<file path="src/design/cxr_pkg.sv">
package cxr_pkg;

	// fixed point and port sizes
	localparam int FRAC_BITS = 16;
	localparam int OUT_BITS  = 8;
	localparam int IN_W      = 17;
	localparam int OUT_W     = 8;
	localparam int BRT_W     = 8;

	// srgb matrix coefficients, ten-thousandths rounded to Q(FRAC_BITS)
	localparam longint K_RX = ((longint'(32406) << FRAC_BITS) + 5000) / 10000;
	localparam longint K_RY = ((longint'(15372) << FRAC_BITS) + 5000) / 10000;
	localparam longint K_RZ = ((longint'(4986) << FRAC_BITS) + 5000) / 10000;
	localparam longint K_GX = ((longint'(9689) << FRAC_BITS) + 5000) / 10000;
	localparam longint K_GY = ((longint'(18758) << FRAC_BITS) + 5000) / 10000;
	localparam longint K_GZ = ((longint'(415) << FRAC_BITS) + 5000) / 10000;
	localparam longint K_BX = ((longint'(557) << FRAC_BITS) + 5000) / 10000;
	localparam longint K_BY = ((longint'(2040) << FRAC_BITS) + 5000) / 10000;
	localparam longint K_BZ = ((longint'(10570) << FRAC_BITS) + 5000) / 10000;

	// datapath widths
	localparam int KW = FRAC_BITS + 3;
	localparam int ZW = ((IN_W > FRAC_BITS + 1) ? IN_W : FRAC_BITS + 1) + 2;
	localparam int PW = ZW + KW;
	localparam int SW = PW + 2;
	localparam int CW = SW - 1;
	localparam int NW = FRAC_BITS + 1;

	// output scaling
	localparam longint OUT_FULL = (longint'(1) << OUT_BITS) - 1;
	localparam longint HALF_DEN = longint'(255) << (FRAC_BITS - 1);
	localparam int PB_W = NW + BRT_W;
	localparam int AW   = PB_W + OUT_BITS + 1;
	localparam int TW   = AW - FRAC_BITS;
	localparam int RECIP_SH = 16;
	localparam longint RECIP = 257;

	// pipeline depth
	localparam int MAT_STG = 3;
	localparam int DIV_STG = NW;
	localparam int SCL_STG = 4;
	localparam int NSTG    = MAT_STG + DIV_STG + SCL_STG;

	typedef struct packed {
		logic [IN_W-1:0] chroma_x;
		logic [IN_W-1:0] chroma_y;
	} xy_t;

	typedef struct packed {
		logic [OUT_W-1:0] red;
		logic [OUT_W-1:0] green;
		logic [OUT_W-1:0] blue;
	} rgb_t;

	typedef logic [2:0][CW-1:0] chan_t;
	typedef logic [2:0][NW-1:0] frac_t;

endpackage

</file>
<file path="src/design/cxr_scale.sv">
module cxr_scale (
	input  logic                        clk,
	input  logic [cxr_pkg::SCL_STG-1:0] en,
	input  cxr_pkg::frac_t              frac,
	input  logic                        black,
	input  logic [cxr_pkg::BRT_W-1:0]   brightness,
	output cxr_pkg::rgb_t               rgb
);

	localparam int QW = cxr_pkg::TW + 9;

	logic [2:0][cxr_pkg::PB_W-1:0] prod_s1;
	logic [2:0][cxr_pkg::TW-1:0]   t_s2, t_s3;
	logic [2:0][cxr_pkg::TW-1:0]   q_s3;
	logic [2:0][cxr_pkg::TW-1:0]   q_fix;
	logic [2:0][cxr_pkg::TW-1:0]   r_fix;
	logic [2:0][cxr_pkg::AW-1:0]   acc;
	logic [2:0][QW-1:0]            qprod;
	logic [2:0][cxr_pkg::OUT_W-1:0] drv_s4;

	always_ff @(posedge clk) begin
		if (en[0]) begin
			for (int l = 0; l < 3; l++)
				prod_s1[l] <= black ? '0 :
					cxr_pkg::PB_W'(frac[l]) * cxr_pkg::PB_W'(brightness);
		end
	end

	// (p * full + d/2) >> frac_bits, then a divide by 255
	always_comb begin
		for (int l = 0; l < 3; l++)
			acc[l] = cxr_pkg::AW'(prod_s1[l]) * cxr_pkg::AW'(cxr_pkg::OUT_FULL)
				+ cxr_pkg::AW'(cxr_pkg::HALF_DEN);
	end

	always_ff @(posedge clk) begin
		if (en[1]) begin
			for (int l = 0; l < 3; l++)
				t_s2[l] <= acc[l][cxr_pkg::AW-1:cxr_pkg::FRAC_BITS];
		end
	end

	// reciprocal estimate is exact or one low
	always_comb begin
		for (int l = 0; l < 3; l++)
			qprod[l] = QW'(t_s2[l]) * QW'(cxr_pkg::RECIP);
	end

	always_ff @(posedge clk) begin
		if (en[2]) begin
			for (int l = 0; l < 3; l++) begin
				q_s3[l] <= cxr_pkg::TW'(qprod[l] >> cxr_pkg::RECIP_SH);
				t_s3[l] <= t_s2[l];
			end
		end
	end

	always_comb begin
		for (int l = 0; l < 3; l++) begin
			r_fix[l] = t_s3[l] - cxr_pkg::TW'(q_s3[l] * cxr_pkg::TW'(255));
			q_fix[l] = (r_fix[l] >= cxr_pkg::TW'(255)) ? q_s3[l] + 1'b1 : q_s3[l];
		end
	end

	always_ff @(posedge clk) begin
		if (en[3]) begin
			for (int l = 0; l < 3; l++)
				drv_s4[l] <= cxr_pkg::OUT_W'(q_fix[l] & cxr_pkg::TW'(cxr_pkg::OUT_FULL));
		end
	end

	assign rgb.red   = drv_s4[0];
	assign rgb.green = drv_s4[1];
	assign rgb.blue  = drv_s4[2];

endmodule

</file>
<file path="config.mk">
export PLATFORM = sky130hd
export DESIGN_NAME = cxr_scale
export DESIGN_NICKNAME = d
export VERILOG_FILES = /design/src/design/cxr_pkg.sv /design/src/design/cxr_scale.sv
export SDC_FILE = /design/constraint.sdc
export NUM_CORES = 2
export LEC_CHECK = 0
export BUFFER_PORTS_ARGS = -buffer_cell sky130_fd_sc_hd__buf_2
export CORE_MARGIN = 5
export CORE_UTILIZATION = 50
export CTS_BUF_LIST = sky130_fd_sc_hd__clkbuf_8
export DETAILED_ROUTE_END_ITERATION = 7
export PLACE_DENSITY = 0.74
export RECOVER_POWER = 25
export SLEW_MARGIN = 15
export SYNTH_ARGS = -nofsm -noshare
export SYNTH_HDL_FRONTEND = slang
export SYNTH_SLANG_ARGS = --single-unit
</file>
<file path="constraint.sdc">
create_clock -name clk -period 7.1 [get_ports clk]
set_clock_uncertainty 0.05 [all_clocks]
set_input_delay 0.71 -clock clk [delete_from_list [all_inputs] [get_ports clk]]
set_output_delay 0.71 -clock clk [all_outputs]
set_load 0.1 [all_outputs]
</file>
# Word-level counts from Yosys, hierarchy flattened
# Cells that the tools add are included.
[op_classes] magnitude_cmp=3 n_reduce_logical=0 n_mul=12 shifts=0 add_sub_neg=9 n_div=0 n_eq_ne=0 muxes=3 bitwise_logic=0
[ops] op="$add A33 B23 Y34 const B" n=3
[ops] op="$mul A25 B8 Y33 const B" n=3
[ops] op="$mul A18 B9 Y27 const B" n=3
[ops] op="$mul A17 B8 Y25" n=3
[ops] op="$ge A18 B8 Y1 const B" n=3
[ops] op="$mul A11 B8 Y18 const B" n=3
[ops] op="$sub A18 B18 Y18" n=3
[ops] op="$add A8 B1 Y8 const B" n=3
[ops] op="$mux W8" n=3
[totals] latchBits=0 memories=0 inputBits=65 word_cells=42 register_bits=240 out_inout_bits=24 ramBits=0 mem_bits_ro=0

# Logic depth before layout (Yosys ltp)
[logic_depth] ltp_word=4 ltp_mapped=22 mapped_depth_nobuf=20

# Worst setup path after synthesis
# Ideal clock, no wire load.
[synth_timing] kind="input to register" from="input port brightness[5] (netlist bit)" to="register prod_s1[74] (netlist bit), data pin" path_slack_ps=1380 path_stages=21 setup_ps=266 path_buffers=2 arrival_ps=5404 path_cell_list="clkbuf_1 -> clkbuf_1 -> nand2_1 -> fa_1 -> fa_1 -> inv_1 -> fa_1 -> inv_1 -> fa_1 -> inv_1 -> ha_1 -> nor3_1 -> nor2_1 -> a22o_1 -> a31oi_1 -> a2111oi_0 -> a221oi_1 -> o211ai_1 -> a31oi_1 -> xnor2_1 -> nor2_1"
[synth_via] elab_chain_cells=1
[synth_lines] item="from (decl)" line_no="cxr_scale.sv:6" text="input logic [cxr_pkg::BRT_W-1:0] brightness,"
[synth_lines] item="$mul A17 B8 Y25" line_no="cxr_scale.sv:25" text="cxr_pkg::PB_W'(frac[l]) * cxr_pkg::PB_W'(brightness);"
[synth_lines] item="to (signal, indexed assignment)" line_no="cxr_scale.sv:24" text="prod_s1[l] <= black ? '0 :"
[synth_lines] item="to (decl)" line_no="cxr_scale.sv:12" text="logic [2:0][cxr_pkg::PB_W-1:0] prod_s1;"
# Every way passes these cells.
# A chain may end at the register's enable or synchronous reset.

==> reports/metrics.yaml <==
outcome: "finished, violations left"
violations: "max-capacitance violations, max-slew violations"
die_y_um: 304
rsz0062_at_grt: "false"
cts.path.max_buffers: 3
ys_warn_count: 0
dp.cells: 5441
postCtsSetupRepairBufs: 0
syn-cell-area_mm2: 0.0432
synth.distinct_cells: 66
end_kind: "flop"
critPathRequiredTime_ps: 7400
detail_route.first_pass.iterations: 5
grt_pass1_wl_mm: 143
hp-start: "t_s2[18]$_DFFE_PP_"
yosys.area.top_type: "fa_1"
cts_tree: "yes"
routedWlPerCell_um: 14.6
grt_max_degree: 74
core_area_mm2: 0.0855
cts_resized: 0
setup.worst_path.start_class: "flop"
grt-ovfl-total: 0
synth_seq_area_share: 0.167
dr_total_vias: 27707
fmax_mhz: 167
worstRegToRegCells: 19
ios: 89
grt_pass1_vias: 29881
antenna_found_initial: 4
io_buffer_count: 88
drt-initial-drc-count: 1243
synth_ff_type: "edfxtp_1"
maxCapViolCount: 2
die_area_mm2: 0.0924
drive_gt1_frac: 0.0407
htree_levels: 2
gr-usage-all-layers: 0.181
arrival_ps: 6280
ctsHoldBuffers: 0
slew_headroom: -0.888
clkTransAtPathRegs_ps: 60
nNetsFinal: 5771
synth_nets: 5680
crit_fanout: 8
reg2reg_from: "q_s3[3]$_DFFE_PP_"
drv_slew: 80
viasPerCell: 5.02
hold_path.class: "flop to flop"
place_congestion: 0.858
layout_common_cells: "inv_1, fa_1, ha_1, nand2_1, edfxtp_1"
min_period_over_period: 0.842
final_common_cell: "inv_1"
synthCells: 4251
r2r_setup_slack_ps: 1120
detailed_place_hpwl_mm: 69.3
period_minus_slack_ps: 5980
min_to: "t_s3[18]$_DFFE_PP_"
setup_viol: 0
synth_area_per_cell_um2: 10.2
wl_mm: 80.6
holdPathStages: 0
r2r_end: "rgb[17]$_DFFE_PP_"
drcViolationCount: 0
synth_top_area_frac: 0.365
cts_buffers: 43
finalHoldViolCount: 0
drtAntennaViolNets: 0
setup-tns-final_ps: 0
syn_to_final_growth_pct: 5.93
die_x_um: 304
start_util: 0.505
rows: 107
crit_type: "flop to flop"
async_flop_share: 0
yosys-top-cells-area: "fa_1, edfxtp_1, ha_1, inv_1, and2_1"
cts.sinks: 240
fin_util: 0.535
synth_seq_cells: 240
cts_root_buf: "clkbuf_8"
finalNonFillerCells: 5520
tightest_slew_ps: 2830
synth-edff-count: 240
insertion_delay_ps: 610
worst max-delay path, stage by stage (launching register included):
cell,delay [ps]
edfxtp_1,380
inv_1,160
fa_1,620
inv_1,80
fa_1,490
inv_1,50
fa_1,530
inv_1,50
fa_1,520
inv_1,40
ha_1,360
o21a_1,190
o21ai_0,140
nand2b_1,70
a21o_1,210
a2111oi_0,480
a311o_1,190
o211ai_1,150
nor4_4,570
mux2_1,370
cell usage after synthesis (8+ instances only):
| cell type | number |
|---|---|
| o31a_1 | 8 |
| a31oi_1 | 17 |
| fa_1 | 789 |
| clkbuf_1 | 55 |
| or3_1 | 14 |
| xor2_1 | 56 |
| xnor2_1 | 107 |
| edfxtp_1 | 240 |
| and2_1 | 214 |
| nand2b_1 | 19 |
| o21a_1 | 39 |
| nand2_1 | 293 |
| a211oi_1 | 8 |
| nor3_1 | 59 |
| and3_1 | 22 |
| nand4_1 | 22 |
| inv_1 | 1098 |
| a21oi_1 | 112 |
| o211ai_1 | 16 |
| ha_1 | 575 |
| nor2_1 | 162 |
| nor2b_1 | 38 |
| nand3_1 | 41 |
| a2111oi_0 | 10 |
| o21ai_0 | 81 |
| nor4_1 | 10 |
| o21bai_1 | 8 |
| a21o_1 | 45 |
metal layers:
| layer | up-vias | share of wire | track usage |
|---|---|---|---|
| met5 | - | 0 | 0 |
| met1 | 13664 | 0.47 | 0.259 |
| met2 | 515 | 0.46 | 0.297 |
| li1 | 13424 | - | - |
| met4 | 0 | 0.021 | 0.0422 |
| met3 | 104 | 0.044 | 0.0256 |
stage by stage:
step           hold slack, ps  setup WS, ps  area [µm²]
2_1_floorplan             369          1380       43200
3_3_place_gp              384           974       45000
3_5_place_dp              394           857       45000
4_1_cts                   334          1100       45800
5_1_grt                   391           746       45800
6_report                  373          1120       45800
final cells by class:
cell class | count | area, µm²
diodes | 2 | 5.00
fillers | 7347 | 39800
clock inverters | 34 | 203
flip-flops and latches | 240 | 7210
repair buffers | 103 | 546
inverters | 1098 | 4120
multi-input cells | 2856 | 31700
clock buffers | 43 | 592
well taps | 1144 | 1430
flip-flops by register name, summed over array words and instances (netlist names):
register,flops
rgb,24
t_s2,54
prod_s1,75
q_s3,33
t_s3,54
logic make-up after synthesis:
kind of cell / Yosys count / synth area share
AND/OR/NAND/NOR: 922 / 0.106
adder cells (fa/ha/maj): 1364 / 0.532
multiplexers: 5 / 0.00124
flip-flops: 240 / 0.167
buffers and inverters: 1155 / 0.100
AO/OA/AOI/OAI: 402 / 0.0609
XOR/XNOR: 163 / 0.0330
worst max path at each step:
stage | startpoint | to | slack, ps | cells past startpoint
finish | q_s3[3]$_DFFE_PP_ | rgb[17]$_DFFE_PP_ | 1120 | 19
global route | q_s3[4]$_DFFE_PP_ | rgb[17]$_DFFE_PP_ | 750 | 19
CTS | q_s3[3]$_DFFE_PP_ | rgb[17]$_DFFE_PP_ | 1100 | 19
detailed placement | brightness[2] | prod_s1[24]$_SDFFCE_PP0P_ | 860 | 19
global placement | brightness[2] | prod_s1[72]$_SDFFCE_PP0P_ | 970 | 20
floorplan | brightness[5] | prod_s1[74]$_SDFFCE_PP0P_ | 1380 | 21
Power is not shown: default switching activity piles up to over one toggle a cycle in this logic, so the estimate is an artifact.
