File: src/design/cxr_pkg.sv
package cxr_pkg;

	// fixed point and port sizes
	localparam int FRAC_BITS = 16;
	localparam int OUT_BITS  = 8;
	localparam int IN_W      = 17;
	localparam int OUT_W     = 8;
	localparam int BRT_W     = 8;

	// srgb matrix coefficients, ten-thousandths rounded to Q(FRAC_BITS)
	localparam longint K_RX = ((longint'(32406) << FRAC_BITS) + 5000) / 10000;
	localparam longint K_RY = ((longint'(15372) << FRAC_BITS) + 5000) / 10000;
	localparam longint K_RZ = ((longint'(4986) << FRAC_BITS) + 5000) / 10000;
	localparam longint K_GX = ((longint'(9689) << FRAC_BITS) + 5000) / 10000;
	localparam longint K_GY = ((longint'(18758) << FRAC_BITS) + 5000) / 10000;
	localparam longint K_GZ = ((longint'(415) << FRAC_BITS) + 5000) / 10000;
	localparam longint K_BX = ((longint'(557) << FRAC_BITS) + 5000) / 10000;
	localparam longint K_BY = ((longint'(2040) << FRAC_BITS) + 5000) / 10000;
	localparam longint K_BZ = ((longint'(10570) << FRAC_BITS) + 5000) / 10000;

	// datapath widths
	localparam int KW = FRAC_BITS + 3;
	localparam int ZW = ((IN_W > FRAC_BITS + 1) ? IN_W : FRAC_BITS + 1) + 2;
	localparam int PW = ZW + KW;
	localparam int SW = PW + 2;
	localparam int CW = SW - 1;
	localparam int NW = FRAC_BITS + 1;

	// output scaling
	localparam longint OUT_FULL = (longint'(1) << OUT_BITS) - 1;
	localparam longint HALF_DEN = longint'(255) << (FRAC_BITS - 1);
	localparam int PB_W = NW + BRT_W;
	localparam int AW   = PB_W + OUT_BITS + 1;
	localparam int TW   = AW - FRAC_BITS;
	localparam int RECIP_SH = 16;
	localparam longint RECIP = 257;

	// pipeline depth
	localparam int MAT_STG = 3;
	localparam int DIV_STG = NW;
	localparam int SCL_STG = 4;
	localparam int NSTG    = MAT_STG + DIV_STG + SCL_STG;

	typedef struct packed {
		logic [IN_W-1:0] chroma_x;
		logic [IN_W-1:0] chroma_y;
	} xy_t;

	typedef struct packed {
		logic [OUT_W-1:0] red;
		logic [OUT_W-1:0] green;
		logic [OUT_W-1:0] blue;
	} rgb_t;

	typedef logic [2:0][CW-1:0] chan_t;
	typedef logic [2:0][NW-1:0] frac_t;

endpackage

File: src/design/cxr_matrix.sv
module cxr_matrix (
	input  logic                      clk,
	input  logic [cxr_pkg::MAT_STG-1:0] en,
	input  cxr_pkg::xy_t              xy,
	output cxr_pkg::chan_t            chan,
	output logic [cxr_pkg::CW-1:0]    peak,
	output logic                      black
);

	localparam logic signed [cxr_pkg::KW-1:0] C_RX = cxr_pkg::KW'(cxr_pkg::K_RX);
	localparam logic signed [cxr_pkg::KW-1:0] C_RY = cxr_pkg::KW'(cxr_pkg::K_RY);
	localparam logic signed [cxr_pkg::KW-1:0] C_RZ = cxr_pkg::KW'(cxr_pkg::K_RZ);
	localparam logic signed [cxr_pkg::KW-1:0] C_GX = cxr_pkg::KW'(cxr_pkg::K_GX);
	localparam logic signed [cxr_pkg::KW-1:0] C_GY = cxr_pkg::KW'(cxr_pkg::K_GY);
	localparam logic signed [cxr_pkg::KW-1:0] C_GZ = cxr_pkg::KW'(cxr_pkg::K_GZ);
	localparam logic signed [cxr_pkg::KW-1:0] C_BX = cxr_pkg::KW'(cxr_pkg::K_BX);
	localparam logic signed [cxr_pkg::KW-1:0] C_BY = cxr_pkg::KW'(cxr_pkg::K_BY);
	localparam logic signed [cxr_pkg::KW-1:0] C_BZ = cxr_pkg::KW'(cxr_pkg::K_BZ);
	localparam logic signed [cxr_pkg::ZW-1:0] ONE_Q =
		cxr_pkg::ZW'(longint'(1) << cxr_pkg::FRAC_BITS);

	logic signed [cxr_pkg::ZW-1:0] xs, ys, zs;
	logic signed [cxr_pkg::PW-1:0] rx_s1, ry_s1, rz_s1, gx_s1, gy_s1, gz_s1;
	logic signed [cxr_pkg::PW-1:0] bx_s1, by_s1, bz_s1;
	logic                          black_s1, black_s2, black_s3;
	logic signed [cxr_pkg::SW-1:0] r_sum, g_sum, b_sum;
	cxr_pkg::chan_t                chan_s2, chan_s3;
	logic [cxr_pkg::CW-1:0]        rg_max, rgb_max, peak_s3;

	// z = 1 - x - y, carried signed
	assign xs = $signed({{(cxr_pkg::ZW-cxr_pkg::IN_W){1'b0}}, xy.chroma_x});
	assign ys = $signed({{(cxr_pkg::ZW-cxr_pkg::IN_W){1'b0}}, xy.chroma_y});
	assign zs = ONE_Q - xs - ys;

	always_ff @(posedge clk) begin
		if (en[0]) begin
			rx_s1    <= C_RX * xs;
			ry_s1    <= C_RY * ys;
			rz_s1    <= C_RZ * zs;
			gx_s1    <= C_GX * xs;
			gy_s1    <= C_GY * ys;
			gz_s1    <= C_GZ * zs;
			bx_s1    <= C_BX * xs;
			by_s1    <= C_BY * ys;
			bz_s1    <= C_BZ * zs;
			black_s1 <= (xy.chroma_y == '0);
		end
	end

	assign r_sum = cxr_pkg::SW'(rx_s1) - cxr_pkg::SW'(ry_s1) - cxr_pkg::SW'(rz_s1);
	assign g_sum = cxr_pkg::SW'(gy_s1) - cxr_pkg::SW'(gx_s1) + cxr_pkg::SW'(gz_s1);
	assign b_sum = cxr_pkg::SW'(bx_s1) - cxr_pkg::SW'(by_s1) + cxr_pkg::SW'(bz_s1);

	// clamp negatives to zero
	always_ff @(posedge clk) begin
		if (en[1]) begin
			chan_s2[0] <= r_sum[cxr_pkg::SW-1] ? '0 : r_sum[cxr_pkg::CW-1:0];
			chan_s2[1] <= g_sum[cxr_pkg::SW-1] ? '0 : g_sum[cxr_pkg::CW-1:0];
			chan_s2[2] <= b_sum[cxr_pkg::SW-1] ? '0 : b_sum[cxr_pkg::CW-1:0];
			black_s2   <= black_s1;
		end
	end

	assign rg_max  = (chan_s2[1] > chan_s2[0]) ? chan_s2[1] : chan_s2[0];
	assign rgb_max = (chan_s2[2] > rg_max) ? chan_s2[2] : rg_max;

	always_ff @(posedge clk) begin
		if (en[2]) begin
			chan_s3  <= chan_s2;
			peak_s3  <= rgb_max;
			black_s3 <= black_s2 | (rgb_max == '0);
		end
	end

	assign chan  = chan_s3;
	assign peak  = peak_s3;
	assign black = black_s3;

endmodule

File: config.mk
export PLATFORM = sky130hd
export DESIGN_NAME = cxr_matrix
export DESIGN_NICKNAME = d
export VERILOG_FILES = /design/src/design/cxr_pkg.sv /design/src/design/cxr_matrix.sv
export SDC_FILE = /design/constraint.sdc
export NUM_CORES = 2
export LEC_CHECK = 0
export BUFFER_PORTS_ARGS = -buffer_cell sky130_fd_sc_hd__buf_2
export CAP_MARGIN = 10
export CORE_MARGIN = 2
export CORE_UTILIZATION = 45
export CTS_CLUSTER_SIZE = 28
export DETAILED_ROUTE_END_ITERATION = 6
export GPL_ROUTABILITY_DRIVEN = 1
export PLACE_DENSITY = 0.71
export SETUP_SLACK_MARGIN = 0.15
export SLEW_MARGIN = 0
export SYNTH_ARGS = -nofsm -noshare
export SYNTH_HDL_FRONTEND = slang
export SYNTH_SLANG_ARGS = --single-unit
File: constraint.sdc
create_clock -name clk -period 9.8 [get_ports clk]
set_clock_uncertainty 0.15 [all_clocks]
set_input_delay 1.47 -clock clk [delete_from_list [all_inputs] [get_ports clk]]
set_output_delay 1.47 -clock clk [all_outputs]
set_load 0.02 [all_outputs]
# Word-level counts from Yosys, hierarchy flattened
# Index checks and enable logic that the tools add are counted.
# totals
ff_bits	558
in_bits	38
out_inout_bits	157
elab_cells	43
# classes
addsub	8
n_mul	9
n_lt_le_gt_ge	2
mux	2
bitwise	1
n_reduce_logical	2
# op_table
operator	n
multiplier 15 x 17 -> 32 bit, first input constant	3
> comparator 39 bit	2
2-to-1 mux 39 bit	2
logical NOT 39 bit	1
adder 32 x 37 -> 38 bit	1
subtractor 36 x 35 -> 37 bit	1
adder 35 x 32 -> 36 bit	1
subtractor 35 x 34 -> 36 bit	1
subtractor 34 x 33 -> 35 bit	1
multiplier 15 x 19 -> 34 bit, first input constant	1
multiplier 14 x 19 -> 33 bit, first input constant	1
multiplier 16 x 17 -> 33 bit, first input constant	1
subtractor 29 x 31 -> 32 bit	1
multiplier 14 x 17 -> 31 bit, first input constant	1
multiplier 11 x 17 -> 28 bit, first input constant	1
multiplier 8 x 19 -> 27 bit, first input constant	1
subtractor 18 x 18 -> 19 bit	1
subtractor 17 x 17 -> 18 bit, first input constant	1
logical NOT 17 bit	1
bitwise OR 1 bit	1

# Logic depth before layout (Yosys ltp)
# depth
depth_word	6
ltp_mapped	38
ltp_nobuf	38

# Worst setup path after synthesis
# Ideal clock, no wire load.
# synth_path
kind	input-to-reg
start	input port xy[18] (netlist bit)
end	register, netlist name rz_s1[34]
setup_ns	0.261
arrival_ns	9.790
t_required_ns	9.389
setup_slack_ns	-0.401
cell_stages	33
path_buffers	1
cell_sequence	inv_1 ha_1 nor2b_1 nand2_1 xnor2_1 ha_1 or2_2 a21o_1 o211ai_1 nand3_1 and4_1 a211o_1 o2111ai_2 clkbuf_1 ha_1 xor2_2 xnor2_1 ha_1 fa_1 fa_1 fa_1 inv_1 fa_1 inv_1 ha_1 a21o_1 a21oi_1 nor2b_1 a31o_2 a41o_1 o41ai_1 o21ai_0 xnor2_1
# synth_via
elab_chain_cells	3
# synth_lines
element	line	source
start, declared	cxr_matrix.sv:4	input cxr_pkg::xy_t xy,
subtractor 17 x 17 -> 18 bit	cxr_matrix.sv:33	assign zs = ONE_Q - xs - ys;
subtractor 18 x 18 -> 19 bit	cxr_matrix.sv:33	
multiplier 14 x 19 -> 33 bit	cxr_matrix.sv:39	rz_s1 <= C_RZ * zs;
# Every way passes these cells.
# A chain may end at the register's enable or synchronous reset.

# Final worst setup path
# layout_path
start	input port xy[18] (netlist bit)
end	register, netlist name bz_s1[36]
# layout_via
elab_chain_cells	3
# layout_lines
element	line	source
subtractor 17 x 17 -> 18 bit	cxr_matrix.sv:33	
subtractor 18 x 18 -> 19 bit	cxr_matrix.sv:33	
multiplier 15 x 19 -> 34 bit	cxr_matrix.sv:45	bz_s1 <= C_BZ * zs;
# Every way passes these cells.

==> results.sh <==
export IMPL_outcome="completed"
export IMPL_fp_dieW_um=379.9
export IMPL_drt_first_pass_iters=6
export IMPL_h_tree_depth=2
export IMPL_synthAdderAreaFrac_pct=42.22
export IMPL_finalHoldViolCount=0
export IMPL_io_pins=195
export IMPL_yosysTopAreaCellShare_pct=25.12
export IMPL_cp_end_kind="flip-flop"
export IMPL_period_minus_slack_ns=9.259
export IMPL_synth_simple_area_share_pct=7.788
export IMPL_rsz0062_at_grt="false"
export IMPL_synthTopCellsByArea="edfxtp_1 25%, ha_1 24%, fa_1 18%"
export IMPL_crit_path_max_fanout=4
export IMPL_cts_num_sinks=532
export IMPL_synth_warnings=0
export IMPL_syn_inst=6092
export IMPL_gp_congestion=1.058
export IMPL_yosysSeqAreaShare_pct=25.12
export IMPL_finalCritPeriodShare_pct=94.48
export IMPL_whs_ns=0.2620
export IMPL_synthArstFlopShare_pct=0
export IMPL_viasPerCell=5.470
export IMPL_vias=46140
export IMPL_drt_iter0_drc=3791
export IMPL_initial_utilization_pct=45.46
export IMPL_synth_mux_area_share_pct=0.6965
export IMPL_arrival_ns=9.66
export IMPL_maxSlewViolCount=0
export IMPL_die_y_um=379.9
export IMPL_syn_area_um2=63590
export IMPL_wl_per_cell_um=21.90
export IMPL_grt_pass1_vias=45690
export IMPL_io_buffers=192
export IMPL_dp_hpwl_um=158700
export IMPL_nets=8349
export IMPL_synth_top_family_by_area="adder cells"
export IMPL_clkLatencyLatePin_ns=0.68
export IMPL_yosysUniqueCellTypes=87
export IMPL_grt_usage_pct=25.32
export IMPL_die_area_um2=144300
export IMPL_overflow=0
export IMPL_max_cap_violations=0
export IMPL_max_clock_freq_ghz=0.1080
export IMPL_cp_start_kind="input pin"
export IMPL_grt_max_degree=88
export IMPL_syn_avg_cell_area_um2=10.44
export IMPL_clockBufferDepth=3
export IMPL_drive_above_1_share_pct=8.571
export IMPL_grt_pass1_wl_um=277400
export IMPL_cts_tree="built"
export IMPL_area_growth_pct=10.56
export IMPL_relSlewSlack_pct=9.239
export IMPL_clock_root_buffer="clkbuf_16"
export IMPL_synth_most_common_cell="ha_1"
export IMPL_setup_viol=0
export IMPL_antenna_found_initial=15
export IMPL_cts_buffers=61
export IMPL_synth_flop_cell="edfxtp_1"
export IMPL_cp_top_family="adder cells"
export IMPL_synth_xor_area_share_pct=6.072
export IMPL_slowest_delay_ns=0.57
export IMPL_cts_hold_buf=0
export IMPL_coreArea_um2=139900
export IMPL_std_cell_rows=137
export IMPL_yosysTopAreaCell="edfxtp_1"
export IMPL_synth_compound_area_share_pct=11.24
export IMPL_crit_type="input pin to flip-flop"
export IMPL_hp_class="flip-flop to flip-flop"
export IMPL_ant_nets=0
export IMPL_cp_num_buf_inv=6
export IMPL_synth_edf_count=532
export IMPL_synth_common_cells="1224 x ha_1, 1098 x inv_1, 576 x fa_1"
export IMPL_wirelength_um=184700
export IMPL_ys_ff_latch=532
export IMPL_slowest_stage="fa_1"
export IMPL_tightest_slew_ns=1.352
export IMPL_required_ns=10.20
export IMPL_drc_errors=0
export IMPL_path_clk_slew_ns=0.06
## per-layer routing
metal  vias to the layer above  wire length [um]  GRT usage (%)
met5                         -                67              0
met4                        10              8682          10.02
met3                       278             12300          4.153
met2                      1485             82390          39.82
met1                     22530             81260          34.88
li1                      21840                 -              -
## cells by family (layout without fill, tap and decap cells)
group | after synthesis | count (layout)
AO/OA/AOI/OAI | 1104 | 1104
XOR/XNOR | 440 | 440
adder cells (fa/ha/maj) | 1800 | 1800
buffers and inverters | 1143 | 1604
flip-flops | 532 | 532
multiplexers | 44 | 44
other | 1 | 7
AND/OR/NAND/NOR | 1028 | 1028
## flip-flops by register name (all words and copies together), names as in the netlist, 26 cells and up
| signal | count |
|---|---|
| chan_s2 | 109 |
| gz_s1 | 26 |
| by_s1 | 31 |
| gy_s1 | 30 |
| ry_s1 | 32 |
| bz_s1 | 34 |
| rz_s1 | 31 |
| chan | 109 |
| bx_s1 | 28 |
| gx_s1 | 30 |
| rx_s1 | 31 |
| peak | 38 |
## placed cells by master (no fill, tap or decap), types with 16 or more instances in the layout
cell | Yosys | routed
a21oi_1 | 371 | 371
a21o_1 | 177 | 176
edfxtp_1 | 532 | 532
mux2i_1 | 42 | 42
inv_1 | 1098 | 1098
nor3_1 | 102 | 101
nand2b_1 | 46 | 46
o21bai_1 | 47 | 47
nor4_1 | 18 | 18
nand4_1 | 33 | 33
or2_2 | 24 | 24
nand2_1 | 169 | 169
nor3b_1 | 18 | 18
nor2b_1 | 46 | 46
buf_4 | 10 | 205
or3_1 | 32 | 32
clkbuf_16 | 0 | 61
ha_1 | 1224 | 1224
and2_1 | 20 | 20
buf_2 | 19 | 189
and3_1 | 41 | 41
fa_1 | 576 | 576
a31oi_1 | 40 | 40
a211oi_1 | 21 | 20
o21a_1 | 77 | 77
xor2_1 | 140 | 139
o21ai_0 | 172 | 171
xnor2_1 | 299 | 296
a211o_1 | 16 | 16
nor2_1 | 366 | 366
nand3_1 | 83 | 83
o211ai_1 | 23 | 23
## path summary, 6_finish.rpt
path | startpoint | end | slack, ns | depth (start not counted)
setup / recovery | xy[18] | bz_s1[36]$_DFFE_PP_ | 0.54 | 36
hold / removal | black_s1$_DFFE_PP_ | black_s2$_DFFE_PP_ | 0.26 | 0
setup reg to reg | chan_s2[43]$_SDFFCE_PP0P_ | black$_DFFE_PP_ | 2.04 | 19
hold reg to reg | black_s1$_DFFE_PP_ | black_s2$_DFFE_PP_ | 0.26 | 0
## per-stage QoR
stage | std cells | TNS, ns | utilization, % | area, um2 | worst slack (ns)
after floorplan | 6096 | 0 | - | 63620 | 0.2806
after global placement | 8324 | -0.04218 | 48.82 | 68280 | -0.04218
after detailed placement | 8324 | -0.2280 | 48.82 | 68280 | -0.09251
after CTS | 8433 | 0 | 50.23 | 70260 | 0.6132
after global routing | 8433 | 0 | 50.26 | 70300 | 0.1532
final | 8435 | 0 | 50.26 | 70300 | 0.5406
## repair_timing
action                                 CTS  global route
setup endpoints to repair                0             5
buffers inserted                         0             0
endpoints found under the hold margin    0             0
resized for setup                        0             8
## cell type report
cell class	instances	area, um2
fillers	12720	69570
multi-input cells	4421	43350
repair buffers	397	2531
well taps	1876	2347
diodes	2	5.005
clock buffers	73	1572
flip-flops and latches	532	15980
inverters	1098	4121
clock inverters	36	402.9
Power is not shown: default switching activity piles up to over one toggle a cycle in this logic, so the estimate is an artifact.
